==> src/sv/sati_pkg.sv <==
// Shared types and constants for the sparse angle table interpolator.
// No dependencies; every other file of the block imports this package.
`default_nettype none

package sati_pkg;

  localparam int NCOMP     = 9;   // lift, drag and torque, three axes each
  localparam int VAL_W     = 32;  // Q16.16 record value
  localparam int ANGLE_W   = 16;  // Q8.8 angle
  localparam int FRAC      = 8;   // fraction bits of the angle
  localparam int WGT_W     = 16;  // Q0.16 weight
  localparam int CIDX_W    = 4;   // component index

  typedef logic [NCOMP-1:0][VAL_W-1:0] row_t;

  typedef enum logic [1:0] {
    OP_STORE = 2'd0,
    OP_CLEAR = 2'd1,
    OP_QUERY = 2'd2,
    OP_RSVD  = 2'd3
  } opcode_t;

  typedef enum logic [1:0] {
    ST_OK     = 2'd0,
    ST_NODATA = 2'd1,
    ST_RANGE  = 2'd2
  } status_t;

  typedef enum logic [3:0] {
    S_IDLE,
    S_SCAN,
    S_DIV_GO,
    S_DIV,
    S_RD_LO,
    S_RD_HI,
    S_MUL,
    S_DRAIN,
    S_EX_RD,
    S_EX_CAP,
    S_DONE
  } state_t;

  // Tag that travels with a component through the interpolation pipeline.
  typedef struct packed {
    logic              vld;
    logic [CIDX_W-1:0] idx;
  } lane_tag_t;

endpackage

`default_nettype wire

==> src/sv/sati_div.sv <==
// Restoring divider for the Q0.16 interpolation weight, one bit per cycle.
// Numerator is always below the divisor, so the quotient fits in 16 bits.
`default_nettype none

module sati_div #(
  parameter int DVW = 16
) (
  input  wire logic                       clk,
  input  wire logic                       rst_n,
  input  wire logic                       start,
  input  wire logic [DVW-1:0]             num,
  input  wire logic [DVW-1:0]             den,
  output logic                            done,
  output logic [sati_pkg::WGT_W-1:0]      quot
);
  import sati_pkg::*;

  localparam int CNTW = $clog2(WGT_W + 1);

  logic [DVW-1:0]   rem_r, rem_nxt;
  logic [DVW-1:0]   den_r;
  logic [WGT_W-1:0] q_r, q_nxt;
  logic [CNTW-1:0]  cnt_r;
  logic             done_r;
  logic [DVW:0]     shifted;

  always_comb begin
    shifted = {rem_r, 1'b0};
    if (shifted >= {1'b0, den_r}) begin
      rem_nxt = DVW'(shifted - {1'b0, den_r});
      q_nxt   = {q_r[WGT_W-2:0], 1'b1};
    end else begin
      rem_nxt = shifted[DVW-1:0];
      q_nxt   = {q_r[WGT_W-2:0], 1'b0};
    end
  end

  always_ff @(posedge clk) begin
    if (!rst_n) begin
      cnt_r  <= '0;
      done_r <= 1'b0;
    end else begin
      done_r <= 1'b0;
      if (start) begin
        cnt_r <= CNTW'(WGT_W);
      end else if (cnt_r != '0) begin
        cnt_r <= cnt_r - 1'b1;
        if (cnt_r == CNTW'(1)) begin
          done_r <= 1'b1;
        end
      end
    end
  end

  always_ff @(posedge clk) begin
    if (start) begin
      rem_r <= num;
      den_r <= den;
      q_r   <= '0;
    end else if (cnt_r != '0) begin
      rem_r <= rem_nxt;
      q_r   <= q_nxt;
    end
  end

  assign done = done_r;
  assign quot = q_r;

endmodule

`default_nettype wire

==> config.mk <==
export PLATFORM = sky130hd
export DESIGN_NAME = sati_div
export DESIGN_NICKNAME = d
export VERILOG_FILES = /design/src/sv/sati_pkg.sv /design/src/sv/sati_div.sv
export SDC_FILE = /design/constraint.sdc
export NUM_CORES = 1
export LEC_CHECK = 0
export CORE_UTILIZATION = 60
export CTS_CLUSTER_DIAMETER = 40
export DETAILED_ROUTE_END_ITERATION = 8
export DONT_BUFFER_PORTS = 1
export GPL_TIMING_DRIVEN = 1
export HOLD_SLACK_MARGIN = 0.1
export PLACE_DENSITY = 0.84
export SYNTH_ARGS = -nofsm -noshare
export SYNTH_HDL_FRONTEND = slang
export SYNTH_SLANG_ARGS = --single-unit
export TNS_END_PERCENT = 1
==> constraint.sdc <==
create_clock -name clk -period 4.1 [get_ports clk]
set_input_delay 0.41 -clock clk [delete_from_list [all_inputs] [get_ports clk]]
set_output_delay 0.41 -clock clk [all_outputs]
set_load 0.1 [all_outputs]
Yosys cells after proc, flatten, opt, wreduce, memory -nomap -nowiden

Cells that the tools add are included.

Add/sub/neg operators: 2
Magnitude comparators: 1
Eq/ne operators: 1
Muxes and demuxes: 7
Bitwise operators: 2
Reduce and logical (&&, ||, !) cells: 4

Operators with widths:

| kind                | number |
|---|---|
| $mux 16             | 3 |
| $ge 17x16->1        | 1 |
| $sub 16x16->16      | 1 |
| $mux 5              | 2 |
| $eq 5x1->1 const B  | 1 |
| $reduce_bool 5->1   | 1 |
| $sub 5x1->5 const B | 1 |
| $reduce_or 3->1     | 1 |
| $mux 1              | 2 |
| $not 1->1           | 2 |
| $reduce_bool 2->1   | 1 |
| $reduce_or 2->1     | 1 |

Flip-flop bits (word level): 54
Bits of input ports: 35
Output and inout bits: 17
Word-level logic and storage cells: 23

Longest topological paths before layout

Gate-level depths: netlist of the first run.

Depth in word-level cells: 4
Mapped depth: 11
Mapped depth without buffers: 9

Worst setup path before layout of the first run

No wires, ideal clock.

Path type: register to register
From: register rem_r[11]
To: register rem_r[10] (data pin)
Setup time: 0.261 ns
Arrival: 1.971 ns
Required time: 3.839 ns
Setup slack: 1.868 ns
Cell stages (with the launch flop): 10
Path buffers: 2
Clock period less this slack: 2.232 ns
Path through: edfxtp_1 ha_1 buf_6 nand4_4 nor4_2 nor2_1 o21a_2 and2_4 buf_6 a311o_1

Cells in the longest elaborated chain, start to end: 4

RTL lines:

| item                   | RTL line       | text |
|---|---|---|
| start, declared        | sati_div.sv:20 | `logic [DVW-1:0] rem_r, rem_nxt;` |
| start signal, assigned | sati_div.sv:57 | `rem_r <= num;` |
| start signal, assigned | sati_div.sv:61 | `rem_r <= rem_nxt;` |
| $ge 17x16->1           | sati_div.sv:29 | `if (shifted >= {1'b0, den_r}) begin` |
| $mux 16                | sati_div.sv:29 |  |
| $mux 16                | sati_div.sv:60 | `end else if (cnt_r != '0) begin` |
| $mux 16                | sati_div.sv:56 | `if (start) begin` |

Every way passes these cells. The select of a mux whose other input is x is not followed.
A chain may end at the register's enable or synchronous reset.

Worst setup path in the final report of the first run

From: register rem_r[1]
To: register rem_r[9] (data pin)

Cells in the longest elaborated chain, start to end: 4
Elaborated cells on any way between the ends: 5
Classes of those cells: add/sub (1); order compare (1); mux (3)

RTL lines:

| item                                           | RTL line |
|---|---|
| $sub 16x16->16 or $ge 17x16->1 (tied branches) | sati_div.sv:30, sati_div.sv:29 |
| $mux 16 (*)                                    | sati_div.sv:29 |
| $mux 16 (*)                                    | sati_div.sv:60 |
| $mux 16 (*)                                    | sati_div.sv:56 |

Every way passes the cells marked *; elsewhere a longest branch is shown, timed or not. The select of a mux whose other input is x is not followed.

==> results of run 1 <==
[cells in the mapped netlist, drive strengths merged (2+ instances only)]
cell	count	share of area, %
nand2b	8	1.5
nor2b	3	0.56
o21a	5	1.2
a21o	9	2.0
o31ai	3	0.67
o211ai	2	0.45
a2111oi	3	0.78
xor2	5	1.3
nor3	9	1.3
dfxtp	22	13
a311o	3	0.90
a41oi	3	0.78
a31o	4	1.0
nand4	6	1.6
nor4	2	0.56
a211oi	5	1.1
and2	8	1.6
edfxtp	32	29
buf	27	6.2
inv	23	2.6
o22a	4	1.0
clkbuf	10	1.1
o21ai	10	1.6
nor2	24	2.7
nand2	42	4.7
ha	19	7.1
a21oi	34	5.2
nand3	7	1.0
xnor2	5	1.3
[sequential cells by signal, indices dropped and copies added, names as in the netlist]
signal,flops
done,1
quot,16
rem_r,16
den_r,16
cnt_r,5
[routing by layer]
layer	vias to the layer above	global-route usage, %	part of all wire, %
met5	-	0	0
met4	0	8.08	1.7
met3	14	4.05	5.8
met2	94	40.8	50
met1	1182	31.3	42
li1	1221	-	-
[worst max-delay path by stage]
stage                     depth (start not counted)       from         to
final                                             7   rem_r[1]   rem_r[9]
after global routing                              7   rem_r[1]  rem_r[10]
after CTS                                         7   rem_r[1]  rem_r[10]
after detailed placement                          7   rem_r[1]   rem_r[9]
after global placement                            7   rem_r[1]  rem_r[10]
after floorplan                                   9  rem_r[11]  rem_r[10]
[layout make-up]
type                            count  area [µm²]
Fill cell                         432        1940
Multi-Input combinational cell    246        1620
Sequential cell                    54        1400
Tap cell                           70        87.6
Inverter                           23        86.3
Clock buffer                        6        82.6
Clock inverter                      2        20.0
[worst register-to-register path, delay by kind of cell, from the launching register on]
kind	cells	cell delay, ps
compound gates	6	1860
fa+ha+maj	1	380
flops	1	420
[power groups by stage]
stage	Combinational (mW)	Clock [mW]	Sequential, mW
floorplan	1.04	0	0.774
global placement	1.06	0	0.851
detailed placement	1.08	0	0.857
CTS	1.10	0.336	0.846
global route	1.23	0.355	0.862
finish	1.11	0.329	0.846
[logic make-up after synthesis]
family | count (synthesis) | synth area share [%]
buffers and inverters | 60 | 9.90
xor gates and xnor gates | 10 | 2.61
adders and majority gates | 20 | 7.69
AOI/OAI and AO/OA | 100 | 20.6
DFF | 54 | 41.8
muxes | 1 | 0.336
and+or+nand+nor | 115 | 17.0
==> impl_metrics.yaml, run 1 <==
clocking:
  cts_tree: "yes"
  cts.repair.resized: 0
  hold_buffers: 0
  h-tree-depth: 2
  clock-root-buffer: "clkbuf_8"
  cts_inserted_buffers: 5
  cts_setup_buffers: 0
  cts_sinks: 54
  insertion_delay_ps: 310
  clk_pin_slew_ps: 100
  clockBufferDepth: 2
layout:
  most-common-layout-cells: "nand2_1, a21oi_1, edfxtp_1"
  utilization_pct: 62.9
  layout.cells.non_filler: 401
  nets: 385
  mostFrequentLayoutCell: "nand2_1"
  area_growth_pct: -1.64
  final_area_um2: 3300
  antennaDiodeCount: 0
  drive_gt1_share_pct: 6.34
global_routing:
  grt_pass1_wl_um: 11500
  grt_max_degree: 59
  antenna_found_initial: 0
  grt_overflow_total: 0
  grt_use_total_pct: 24.1
  grt_pass1_vias: 2435
timing:
  slew_viol_final: 0
  grt_setup_unrepaired: "no"
  worst_slew_pin_slew_ps: 1030
  fmax_ghz: 0.344
  skew_ps: 10.1
  layout_min_cycle_time_ps: 2900
  relSlewSlack_pct: 31.3
  hold_ws_ps: 169
  hold_viol: 0
  setup_ws_ps: 1200
  fin_setup_tns_ps: 0
  setup_viol: 0
  finalCritPeriodShare_pct: 70.8
pwr:
  switching_share_pct: 42.6
  vdd_drop_max_v: 0.000455
  share_comb_of_total_power_pct: 48.6
  p_int_mw: 1.31
  powerDensity_nw_per_um2: 694
  pwr-share-seq_pct: 37.0
  p_sw_mw: 0.974
  clock_power_share_pct: 14.4
  p_leak_nw: 1.24
  power_mw: 2.29
min_path:
  hold_start: "start"
  hold_path_depth: 1
  min_path_type: "in2reg"
  holdPathEnd: "quot[1]"
floorplan:
  die_y_um: 76.7
  std_cell_rows: 26
  initial_core_util_pct: 64.0
  top_level_ports: 52
  dieArea_um2: 5890
  core_um2: 5240
  die_x_um: 76.7
synth:
  yosysWarnings: 0
  synth_ff_type: "edfxtp_1"
  syn_nets: 415
  netlist_area_um2: 3350
  synth.avg_cell_area_um2: 9.31
  synth-edff-count: 32
  async_flop_share_pct: 0
  ys_seq_elements: 54
  seq_area_frac_synth_pct: 41.8
  synth_cell_type_count: 61
  syn_inst: 360
setup_path:
  crit_family: "compound AO/OA/AOI/OAI gates"
  r2r_cells: 7
  cp_max_fo: 22
  path_cells: "ha_1 -> o211ai_1 -> a21oi_2 -> o21ba_2 -> o21ai_2 -> a2111oi_0 -> a311o_1"
  crit_buf_inv: 0
  cp.required_ps: 4170
  r2r_setup_slack_ps: 1200
  max_stage_delay_ps: 720
  rr_startpoint: "rem_r[1]"
  end_kind: "flop"
  critPathKind: "reg2reg"
  cp_data_arrival_time_ps: 2970
  worstSetupStartpointType: "flop"
  cpMaxStageDelayCell: "o21ai_2"
  worstReg2RegEnd: "rem_r[9]"
outcome:
  run_status: "finished clean"
place:
  dp_cells: 393
  port_buffers: 0
  post-place-ws_ps: 1270
  dpl.hpwl_um: 4880
  globalplace.congestion: 0.856
  place_area_um2: 3190
routing:
  drtIter0Drc: 152
  route.detailed.drc: 0
  viasPerCell: 6.26
  drtAntennaViolNets: 0
  dr.pass1.iters: 5
  routedWlPerCell_um: 17.2
  routed_wl_um: 6910
  dr_total_vias: 2511
job:
  cap_violations: 0
Power figures use the tool's default switching activity.
==> run 2: changes to the inputs <==
clock period = 2.7 ns   (was 4.1 ns; I/O delays follow)
==> run 2 against run 1 <==
Sequential share of layout area is 3.3 points lower. Flip-flop and latch count stayed put. Utilization is 5.4 points higher. Clock power is 58% higher. Non-clock buffer count is 29 higher. First-iteration DRC count is 66% higher. Critical endpoint is now rem_r[5]. Highest routed layer unchanged.
==> impl_metrics.yaml, run 2 (same netlist as run 1, synthesis figures left out) <==
timing:
  fin_setup_tns_ps: 0
  layout_min_cycle_time_ps: 2570
  hold_ws_ps: 107
  finalCritPeriodShare_pct: 95.3
  slew_viol_final: 0
  hold_viol: 0
  fmax_ghz: 0.389
  relSlewSlack_pct: 30.7
  skew_ps: 8.53
  setup_viol: 0
  grt_setup_unrepaired: "no"
  worst_slew_pin_slew_ps: 1040
setup_path:
  end_kind: "flop"
  cp.required_ps: 2760
  worstReg2RegEnd: "rem_r[5]"
  crit_path_end: "rem_r[5]"
  cp_max_fo: 13
  r2r_setup_slack_ps: 130
  r2r_cells: 8
  rr_startpoint: "rem_r[1]"
  cp_data_arrival_time_ps: 2630
  critPathKind: "reg2reg"
  worstSetupStartpointType: "flop"
  crit_path_start: "rem_r[1]"
clocking:
  cts_tree: "yes"
  cts_inserted_buffers: 5
  cts.repair.resized: 0
  clk_pin_slew_ps: 100
  cts_setup_buffers: 0
  h-tree-depth: 2
  clockBufferDepth: 2
  hold_buffers: 17
  insertion_delay_ps: 310
  clock-root-buffer: "clkbuf_8"
  cts_sinks: 54
place:
  port_buffers: 0
  dpl.hpwl_um: 5000
  dp_cells: 404
  place_area_um2: 3280
  globalplace.congestion: 0.914
layout:
  mostFrequentLayoutCell: "nand2_1"
  layout.cells.non_filler: 430
  antennaDiodeCount: 0
  nFillCells: 401
  final_area_um2: 3580
  drive_gt1_share_pct: 9.17
  most-common-layout-cells: "nand2_1, a21oi_1, edfxtp_1"
  nets: 414
  area_growth_pct: 6.76
global_routing:
  antenna_found_initial: 0
  grt_max_degree: 33
  grt_use_total_pct: 24.7
  grt_pass1_vias: 2431
  grt_pass1_wl_um: 11600
  grt_overflow_total: 0
floorplan:
  initial_core_util_pct: 64.0
  top_level_ports: 52
  die_y_um: 76.7
  core_um2: 5240
  std_cell_rows: 26
  die_x_um: 76.7
  dieArea_um2: 5890
routing:
  drtAntennaViolNets: 0
  dr.pass1.iters: 5
  viasPerCell: 6.00
  dr_total_vias: 2580
  drtIter0Drc: 252
  routed_wl_um: 7020
  route.detailed.drc: 0
  routedWlPerCell_um: 16.3
pwr:
  vdd_drop_max_v: 0.000705
  p_leak_nw: 1.38
  powerDensity_nw_per_um2: 1010
min_path:
  hold_path_depth: 2
  min_path_type: "in2reg"
outcome:
  run_status: "finished clean"
job:
  cap_violations: 0
## run 2: cell count changes in the layout (fill, tap and decap cells not counted)
| cell | before | now |
|---|---|---|
| buf_12 | 0 | 1 |
| dlygate4sd3_1 | 0 | 17 |
| buf_4 | 0 | 11 |
| clkinv_4 | 0 | 1 |
| clkbuf_8 | 6 | 5 |
| inv_8 | 1 | 0 |
| clkbuf_16 | 0 | 1 |
## run 2: layout make-up
cell class,instances,area [µm²],area share (%)
Multi-Input combinational cell,246,1620,45.2
Sequential cell,54,1400,39.2
Timing Repair Buffer,29,273,7.63
Clock buffer,6,93.8,2.62
Tap cell,70,87.6,2.45
Inverter,23,86.3,2.41
Clock inverter,2,17.5,0.490
## run 2: per-layer routing
metal | routed length (µm) | track usage, % | up-vias | share of wire [%]
met3 | 337 | 4.52 | 4 | 4.8
met5 | 0 | 0 | - | 0
met2 | 3550 | 41.2 | 73 | 51
li1 | - | - | 1276 | -
met1 | 3090 | 33.1 | 1227 | 44
met4 | 39 | 6.15 | 0 | 0.56
## run 2: worst min-delay path by stage
stage	startpoint	end	slack, ps
global placement	start	quot[1]	350
floorplan	den[0]	den_r[0]	370
global route	rst_n	cnt_r[0]	100
finish	rst_n	cnt_r[0]	110
detailed placement	start	quot[3]	350
CTS	rst_n	cnt_r[0]	100
## run 2: stage by stage
stage	power (mW)	util [%]	setup slack [ps]
after floorplan	2.75	-	468
after global placement	2.99	62.5	267
after detailed placement	3.02	62.5	202
after CTS	3.58	68.1	171
after global routing	3.85	68.3	19.2
final	3.60	68.3	126
## run 2: report_power, final
group	switching (mW)	internal, mW	leakage (nW)	total, mW
combinational	1.07	0.768	0.824	1.84
clock	0.276	0.244	0.0569	0.520
sequential	0.150	1.09	0.500	1.24
total	1.50	2.10	1.38	3.60
## run 2: critical path, stage by stage, from the launching register on
cell,delay (ps)
edfxtp_1,420
ha_1,400
o211ai_1,250
a21oi_2,90
o21ba_2,230
o21ai_2,320
buf_4,260
a21oi_1,90
a221o_1,270
