File: config.mk
export PLATFORM = sky130hd
export DESIGN_NAME = sati_lerp
export DESIGN_NICKNAME = d
export VERILOG_FILES = /design/src/sv/sati_pkg.sv /design/src/sv/sati_lerp.sv
export SDC_FILE = /design/constraint.sdc
export NUM_CORES = 1
export LEC_CHECK = 0
export ABC_AREA = 1
export BUFFER_PORTS_ARGS = -buffer_cell sky130_fd_sc_hd__buf_2
export CORE_AREA = 3 3 232 257
export CTS_CLUSTER_DIAMETER = 120
export DETAILED_ROUTE_END_ITERATION = 10
export DIE_AREA = 0 0 235 260
export PLACE_DENSITY_LB_ADDON = 0.1
export SETUP_SLACK_MARGIN = 0.05
export SYNTH_ARGS = -nofsm -noshare
export SYNTH_HDL_FRONTEND = slang
export SYNTH_SLANG_ARGS = --single-unit
File: constraint.sdc
create_clock -name clk -period 8.4 [get_ports clk]
set_clock_uncertainty 0.15 [all_clocks]
set_input_delay 1.26 -clock clk [delete_from_list [all_inputs] [get_ports clk]]
set_output_delay 1.26 -clock clk [all_outputs]
set_load 0.02 [all_outputs]
File: src/sv/sati_pkg.sv
// Shared types and constants for the sparse angle table interpolator.
// No dependencies; every other file of the block imports this package.
`default_nettype none

package sati_pkg;

  localparam int NCOMP     = 9;   // lift, drag and torque, three axes each
  localparam int VAL_W     = 32;  // Q16.16 record value
  localparam int ANGLE_W   = 16;  // Q8.8 angle
  localparam int FRAC      = 8;   // fraction bits of the angle
  localparam int WGT_W     = 16;  // Q0.16 weight
  localparam int CIDX_W    = 4;   // component index

  typedef logic [NCOMP-1:0][VAL_W-1:0] row_t;

  typedef enum logic [1:0] {
    OP_STORE = 2'd0,
    OP_CLEAR = 2'd1,
    OP_QUERY = 2'd2,
    OP_RSVD  = 2'd3
  } opcode_t;

  typedef enum logic [1:0] {
    ST_OK     = 2'd0,
    ST_NODATA = 2'd1,
    ST_RANGE  = 2'd2
  } status_t;

  typedef enum logic [3:0] {
    S_IDLE,
    S_SCAN,
    S_DIV_GO,
    S_DIV,
    S_RD_LO,
    S_RD_HI,
    S_MUL,
    S_DRAIN,
    S_EX_RD,
    S_EX_CAP,
    S_DONE
  } state_t;

  // Tag that travels with a component through the interpolation pipeline.
  typedef struct packed {
    logic              vld;
    logic [CIDX_W-1:0] idx;
  } lane_tag_t;

endpackage

`default_nettype wire

File: src/sv/sati_lerp.sv
// Two-stage interpolation pipe: lo + round_half_up((hi - lo) * w / 2^16).
// One component enters per cycle; a tag carries its index to the output.
`default_nettype none

module sati_lerp (
  input  wire logic                          clk,
  input  wire logic                          rst_n,
  input  wire sati_pkg::lane_tag_t           tag_in,
  input  wire logic [sati_pkg::VAL_W-1:0]    lo,
  input  wire logic [sati_pkg::VAL_W-1:0]    hi,
  input  wire logic [sati_pkg::WGT_W-1:0]    wgt,
  output sati_pkg::lane_tag_t                tag_out,
  output logic [sati_pkg::VAL_W-1:0]         value
);
  import sati_pkg::*;

  localparam int DW = VAL_W + 1;
  localparam int PW = DW + WGT_W + 1;

  lane_tag_t               tag1_r, tag2_r;
  logic signed [PW-1:0]    prod_r;
  logic [VAL_W-1:0]        lo1_r, val_r;
  logic signed [DW-1:0]    diff;
  logic signed [PW-1:0]    rnd;

  assign diff = $signed({hi[VAL_W-1], hi}) - $signed({lo[VAL_W-1], lo});
  assign rnd  = (prod_r + PW'(32'sd32768)) >>> WGT_W;

  always_ff @(posedge clk) begin
    if (!rst_n) begin
      tag1_r <= '0;
      tag2_r <= '0;
    end else begin
      tag1_r <= tag_in;
      tag2_r <= tag1_r;
    end
  end

  // The result always lies between lo and hi, so the low bits are exact.
  always_ff @(posedge clk) begin
    prod_r <= PW'(diff) * PW'($signed({1'b0, wgt}));
    lo1_r  <= lo;
    val_r  <= lo1_r + rnd[VAL_W-1:0];
  end

  assign tag_out = tag2_r;
  assign value   = val_r;

endmodule

`default_nettype wire

After elaboration in Yosys (flattened, before gate mapping)
Index checks and enable logic that the tools add are counted.
{"block": "word_totals", "register_bits": 122, "latchBits": 0, "ram_bits": 0, "rom_bits": 0, "input_bits": 87, "output_inout_bits": 37, "elab_cells": 11, "mem_count": 0}
{"block": "op_classes", "n_addsub": 3, "mul": 1, "div_mod_pow": 0, "n_lt_le_gt_ge": 0, "n_eq_ne": 0, "n_shift": 0, "mux": 0, "n_bitwise": 0, "n_reduce_logical": 0}
{"operator": "$add 48x17->48 const B", "count": 1}
{"operator": "$mul 33x17->48", "count": 1}
{"operator": "$sub 32x32->33", "count": 1}
{"operator": "$add 32x32->32", "count": 1}

Logic depth before layout (Yosys ltp)
Gate-level depths: netlist of run 1.
{"block": "logic_depth", "depth_word": 2, "depth_mapped": 43, "depth_no_buf": 42}

Least setup slack after synthesis of run 1
Ideal clock, no wire load.
{"block": "synth_timing", "path_type": "input to register", "start": "input port hi[0] in the netlist's numbering", "end": "register prod_r[47]", "t_arrival_ns": 7.702, "t_required_ns": 8.138, "setup_slack_ns": 0.436, "path_stages": 42, "path_buffers": 1, "path_cell_list": "inv_1 ha_1 fa_1 inv_1 nand3_1 nand2_1 nand2_1 nand2_1 nand2_1 nand2_2 nand2_1 nand2_1 nand2_1 nand2_2 inv_2 nor2_2 inv_1 fa_1 (+6 left out) fa_1 inv_1 fa_1 inv_1 fa_1 inv_1 ha_1 inv_1 nor3_1 inv_1 nor2_1 nand2_1 inv_1 nand3_1 nor2_1 nor2_1 nand3_1 nand2_1"}
{"block": "synth_between", "elab_chain_len": 2}
{"item": "start, declared", "line_no": "sati_lerp.sv:10", "source": "input wire logic [sati_pkg::VAL_W-1:0] hi,"}
{"item": "$sub 32x32->33", "line_no": "sati_lerp.sv:26", "source": "assign diff = $signed({hi[VAL_W-1], hi}) - $signed({lo[VAL_W-1], lo});"}
{"item": "$mul 33x17->48", "line_no": "sati_lerp.sv:41", "source": "prod_r <= PW'(diff) * PW'($signed({1'b0, wgt}));"}
{"item": "end signal, assigned", "line_no": "sati_lerp.sv:41"}
{"item": "end, declared", "line_no": "sati_lerp.sv:21", "source": "logic signed [PW-1:0] prod_r;"}
No other way between the ends.
A chain may end at the register's enable or synchronous reset.

Final worst setup path of run 1
{"block": "layout_timing", "start": "input port hi[0] in the netlist's numbering", "end": "register prod_r[41]"}
The elaborated chain is that of the path after synthesis.

==> impl_results.md, run 1 <==
* FF-to-FF setup slack at 4.37 ns
* Hpwl dp at 80800 microns
* Top FF cell, synth: dfxtp_1
* Worst R2R Start: prod_r[15]
* Vias at 23702
* Slew Limit Fails at 0
* Crit path launch type: input pin
* Hold path depth at 2
* Area after DPL at 0.0303 sq mm
* CP top delay family: adder cells
* Starting Density at 44.7%
* Ports at 124
* Post-synth EDFFs at 0
* Final worst path period share at 97.0%
* Post-synthesis sequential area ratio at 8.37%
* Mapped Area at 0.0256 sq mm
* Count leader, synth: inv_1
* Residual DRC at 0
* Worst rel slew slack at 48.8%
* Clk root buf: clkbuf_16
* Endpoint class of the critical path: register
* DIE HEIGHT at 260 microns
* CTS tree: done
* Cell area after layout at 0.0316 sq mm
* Reg2reg end: value[27]
* Highest routed layer: met4
* Routed wl met2 at 44800 microns
* WP data required at 8.48 ns
* Worst-case clock buffer depth at 2
* Endpoint, Worst Hold: tag_out[0]
* Synth top area cells: fa_1, inv_1, ha_1
* Clock sinks at 107
* Final Hold Viols at 0
* Crit Path Class: in -> reg
* Maxcap violations at 0
* Fmax at 123 MHz
* Final min period at 8.15 ns
* Largest net degree at the start of global routing at 27
* H-tree depth at 3
* Synth top cells by count: inv_1, nand2_1, fa_1
* Port bufs at 123
* Synth async-reset ratio at 0%
* Antenna violations before repair at 1
* Status: complete, no violations
* Synth Instances at 3374
* Core area at 0.0572 sq mm
* Die area at 0.0611 sq mm
* # diodes at 0
* Area grow syn2layout at 23.3%
* Worst Hold Class: reg -> reg
* Worst Setup SP: hi[0]
* First drt pass iteration count at 7
* Cell Rows at 92
* Final GP Congestion at 0.992
* CTS buffer count at 9
* Critical Path Max Stage Delay at 0.54 ns
* # nets final at 4636
* Die width at 235 microns
* Reg2reg path depth at 18
* Slowest-stage cell, CP: fa_1
* Vias in the first global route at 25475
* Yosys Warn Count at 0
* CP max FO at 7
* Initial DRC Count at 1543
* Flop and latch count out of synthesis at 107
* Share of layout cells above drive strength 1 at 20.2%
* Setup violators final at 0
* Via/cell ratio at 5.10
* CP Buf/Inv Count at 12
* Hold path start: tag1_r[0]
* GR Util All Layers at 30.0%
* Arr. time, crit path at 8.23 ns
* Share of Yosys cell area claimed by the top area cell type at 38.0%
* WL final at 91000 microns
* First-pass GRT wire length at 142000 microns
* Met3 wire length at 4660 microns
* Worst-margin pin slew at 0.765 ns
* Routed Antenna Nets at 0
* Worst skew pair latency at 0.37 ns
* RSZ-0062 raised after global routing: yes
* Syn_nets at 4124
* Cell taking the most area after synthesis: fa_1
* DR WL/cell at 19.6 microns
* Final TNS setup at 0 ns
* Clk pin slew, worst setup/hold paths at 0.07 ns
* Mean Syn Cell Area at 7.59 sq um
* Synth cell types at 55
* Global route overflow at 0
* Routed metal-1 wire length at 37300 microns
-- registers in the layout (all words and copies together), names as in the netlist --
| name | count |
|---|---|
| lo1_r | 32 |
| prod_r | 33 |
| tag1_r | 5 |
| tag_out | 5 |
| value | 32 |
-- logic make-up after synthesis --
| logic type | count (synthesis) | share of synthesized area [%] |
|---|---|---|
| simple gates | 1316 | 21.6 |
| fa+ha+maj | 663 | 46.7 |
| compound gates | 259 | 5.98 |
| buf+inv | 923 | 13.6 |
| xor+xnor | 106 | 3.74 |
| flops | 107 | 8.37 |
-- per-stage QoR --
step | hold WS (ns) | std cells | util [%] | setup slack (ns)
final | 0.263 | 4643 | 55.2 | 0.253
after global routing | 0.290 | 4643 | 55.2 | 0.0219
after CTS | 0.268 | 4632 | 53.9 | 0.0451
after detailed placement | 0.251 | 4614 | 53.0 | -0.860
after global placement | 0.243 | 4614 | 53.0 | -0.836
after floorplan | 0.240 | 3374 | - | 0.436
-- worst max-delay path by stage --
stage	end	slack, ns	cells past startpoint
after detailed placement	prod_r[47]	-0.86	41
after global placement	prod_r[47]	-0.84	41
after CTS	prod_r[47]	0.05	43
after global routing	prod_r[41]	0.02	36
final	prod_r[41]	0.25	39
after floorplan	prod_r[47]	0.44	42
-- per-layer routing --
metal  up-vias  GRT usage (%)
met5         -              0
met2       722           53.8
met3       172           3.41
li1      11062              -
met1     11746           37.1
met4         0           11.3
-- layout by cell type, fill, tap and decap left out, types with 5 or more instances in the layout --
master | netlist | routed
a31oi_1 | 12 | 11
ha_1 | 177 | 156
a21oi_2 | 2 | 14
inv_1 | 835 | 827
nand3_1 | 203 | 200
nor2_4 | 0 | 11
buf_12 | 0 | 15
nor2_2 | 7 | 30
a21oi_1 | 111 | 98
ha_4 | 0 | 19
or2_2 | 12 | 12
o21a_1 | 7 | 7
o21ai_0 | 65 | 53
buf_2 | 11 | 123
nand3b_1 | 7 | 7
xnor2_1 | 28 | 28
xor2_2 | 3 | 6
buf_4 | 2 | 435
buf_6 | 1 | 6
fa_1 | 486 | 476
nor3_1 | 43 | 34
xor2_1 | 74 | 69
nor3_2 | 2 | 10
o21bai_1 | 18 | 16
o211ai_1 | 5 | 5
nor2_1 | 413 | 379
nor4_1 | 12 | 9
fa_2 | 0 | 10
inv_2 | 3 | 10
nand4_1 | 15 | 15
nand2_2 | 15 | 30
dfxtp_1 | 107 | 107
clkbuf_16 | 0 | 9
clkinv_1 | 7 | 5
nand2_1 | 569 | 549
a21o_1 | 20 | 20
nand2_4 | 0 | 5
o21ai_1 | 2 | 13
-- tightest hold or removal path, delay by kind of cell, from the launching register on --
| family | cells | cell delay (ns) |
|---|---|---|
| AND/OR/NAND/NOR | 1 | 0.04 |
| flip-flops | 1 | 0.31 |
| buffers and inverters | 1 | 0.04 |
-- layout make-up --
type	instances	area (sq um)
Clock buffer	12	246
Inverter	845	3180
Clock inverter	4	48.8
Multi-Input combinational cell	2344	20700
Tap cell	752	941
Sequential cell	107	2140
Fill cell	5488	25700
Timing Repair Buffer	579	4250
-- timing repair --
action                                  in CTS  in global routing
resized for setup                           30                160
setup buffers                                2                 11
hold buffers                                 0                  0
endpoints found under the setup margin      22                 28
pin swaps                                    6                 35
Power of run 1 is left out: the tool's default activity adds up to more than one toggle a clock period on the data nets, which glitch-free logic cannot reach.
==> run 2: changes to the inputs <==
--- a/config.mk
+++ b/config.mk
@@ -11,7 +11,6 @@
 export CTS_CLUSTER_DIAMETER = 120
 export DETAILED_ROUTE_END_ITERATION = 10
 export DIE_AREA = 0 0 235 260
-export PLACE_DENSITY_LB_ADDON = 0.1
 export SETUP_SLACK_MARGIN = 0.05
 export SYNTH_ARGS = -nofsm -noshare
 export SYNTH_HDL_FRONTEND = slang
==> impl_results.md, run 2 (same netlist as run 1, synthesis figures left out) <==
* Port bufs at 123 (unchanged)
* Die width at 235 microns (unchanged)
* Worst-case clock buffer depth at 2 (unchanged)
* Crit-path most repeated cell: fa_1
* Area grow syn2layout at 20.3%
* Worst Hold Class: reg -> reg
* CP max FO at 6 (-1)
* Largest net degree at the start of global routing at 33 (+22%)
* Hold path depth at 2 (unchanged)
* Setup violators final at 0 (unchanged)
* Largest Register: prod_r
* First-pass GRT wire length at 136000 microns (-4.0%)
* Fill cells at 5528 (+0.73%)
* Initial DRC Count at 1647 (+6.7%)
* GRT met1 Usage at 37.2% (+0.071 points)
* Worst skew pair latency at 0.37 ns (about the same)
* Worst-margin pin slew at 0.958 ns (+0.193 ns)
* GRT met2 Usage at 51.0% (-2.7 points)
* # nets final at 4558 (-1.7%)
* Vias in the first global route at 24166 (-5.1%)
* Crit path launch type: input pin
* Routed Antenna Nets at 0 (unchanged)
* WP data required at 8.52 ns (+0.04 ns)
* Die area at 0.0611 sq mm (unchanged)
* Worst R2R Start: prod_r[15]
* Arr. time, crit path at 8.26 ns (+0.03 ns)
* Reg2reg path depth at 18 (unchanged)
* Max reg flops at 33 (unchanged)
* Starting Density at 44.7% (unchanged)
* Most frequent cells in the layout: inv_1, nand2_1, fa_1
* First drt pass iteration count at 6 (-1)
* Slowest-stage cell, CP: fa_1
* Clk root buf: clkbuf_16
* Commonest non-fill, non-tap cell in the layout: inv_1
* Via/cell ratio at 5.13 (+0.39%)
* DIE HEIGHT at 260 microns (unchanged)
* Worst rel slew slack at 36.1% (-13 points)
* Residual DRC at 0 (unchanged)
* Antenna violations before repair at 1 (unchanged)
* Final core occ at 53.8% (-1.3 points)
* Clk pin slew, worst setup/hold paths at 0.08 ns (about the same)
* Global route overflow at 0 (unchanged)
* WL final at 87600 microns (-3.7%)
* Clock sinks at 107 (unchanged)
* Final worst path period share at 96.9% (-0.14 points)
* Critical Path Max Stage Delay at 0.55 ns (about the same)
* DR WL/cell at 19.2 microns (-2.1%)
* Core area at 0.0572 sq mm (unchanged)
* Met3 GRT Util at 3.10% (-0.32 points)
* Worst Setup SP: lo[10]
* CTS buffer count at 9 (unchanged)
* Status: complete, no violations
* Final Hold Viols at 0 (unchanged)
* RSZ-0062 raised after global routing: yes
* GR Util All Layers at 28.9% (-1.1 points)
* Slew Limit Fails at 0 (unchanged)
* Final min period at 8.14 ns (-0.0117 ns)
* Maxcap violations at 0 (unchanged)
* Crit Path Class: in -> reg
* Ports at 124 (unchanged)
* Endpoint class of the critical path: register
* Busiest grt layer: met2
* Hpwl dp at 76800 microns (-5.0%)
* Share of layout cells above drive strength 1 at 18.1% (-2.2 points)
* Final GP Congestion at 1.01 (+2.2%)
* Fmax at 123 MHz (+0.14%)
* Final hold slack at 0.264 ns (+0.000774 ns)
* Cell Rows at 92 (unchanged)
* H-tree depth at 3 (unchanged)
* Hold path start: tag1_r[1]
* CTS tree: done
* Vias at 23406 (-1.2%)
-- run 2: final timing paths --
path | slack, ns | end
min | 0.26 | tag_out[1]
max reg2reg | 4.23 | value[27]
max | 0.26 | prod_r[39]
min reg2reg | 0.26 | tag_out[1]
-- run 2: critical path, delay by kind of cell --
kind	cells	cell delay (ns)
compound gates	3	0.58
fa+ha+maj	8	3.52
buf+inv	10	1.11
simple gates	14	1.75
-- run 2: what timing repair did --
item                                    CTS  global route
pin swaps                                 0            32
resized for setup                        13           141
hold buffers                              0             0
buffers inserted                          2             6
endpoints found under the setup margin   11            29
-- run 2: stage by stage --
step,std cells,TNS (ns),setup slack (ns),cell area [sq um]
2_1_floorplan,3374,0,0.436,25600
3_3_place_gp,4541,-6.39,-0.420,29800
3_5_place_dp,4541,-7.62,-0.420,29800
4_1_cts,4559,0,0.0626,30200
5_1_grt,4565,-0.00767,-0.00767,30800
6_report,4567,0,0.264,30800
-- run 2: area by class of cell --
cell class                 instances  area, sq um  area share [%]
sequential                       107         2140            6.96
timing repair buffer             501         3650            11.9
multi-input combinational       2344        20500            66.7
clock inverter                     6         87.6           0.284
tap                              752          941            3.06
inverter                         845         3190            10.3
clock buffer                      10          229           0.744
antenna                            2         5.00          0.0163
-- run 2: per-layer routing --
metal	vias to the layer above	part of all wire, %
met5	-	0.015
met3	208	5.8
met4	2	3.8
met1	11447	42
li1	10921	-
met2	828	49
Power of run 2 is left out for the same reason.
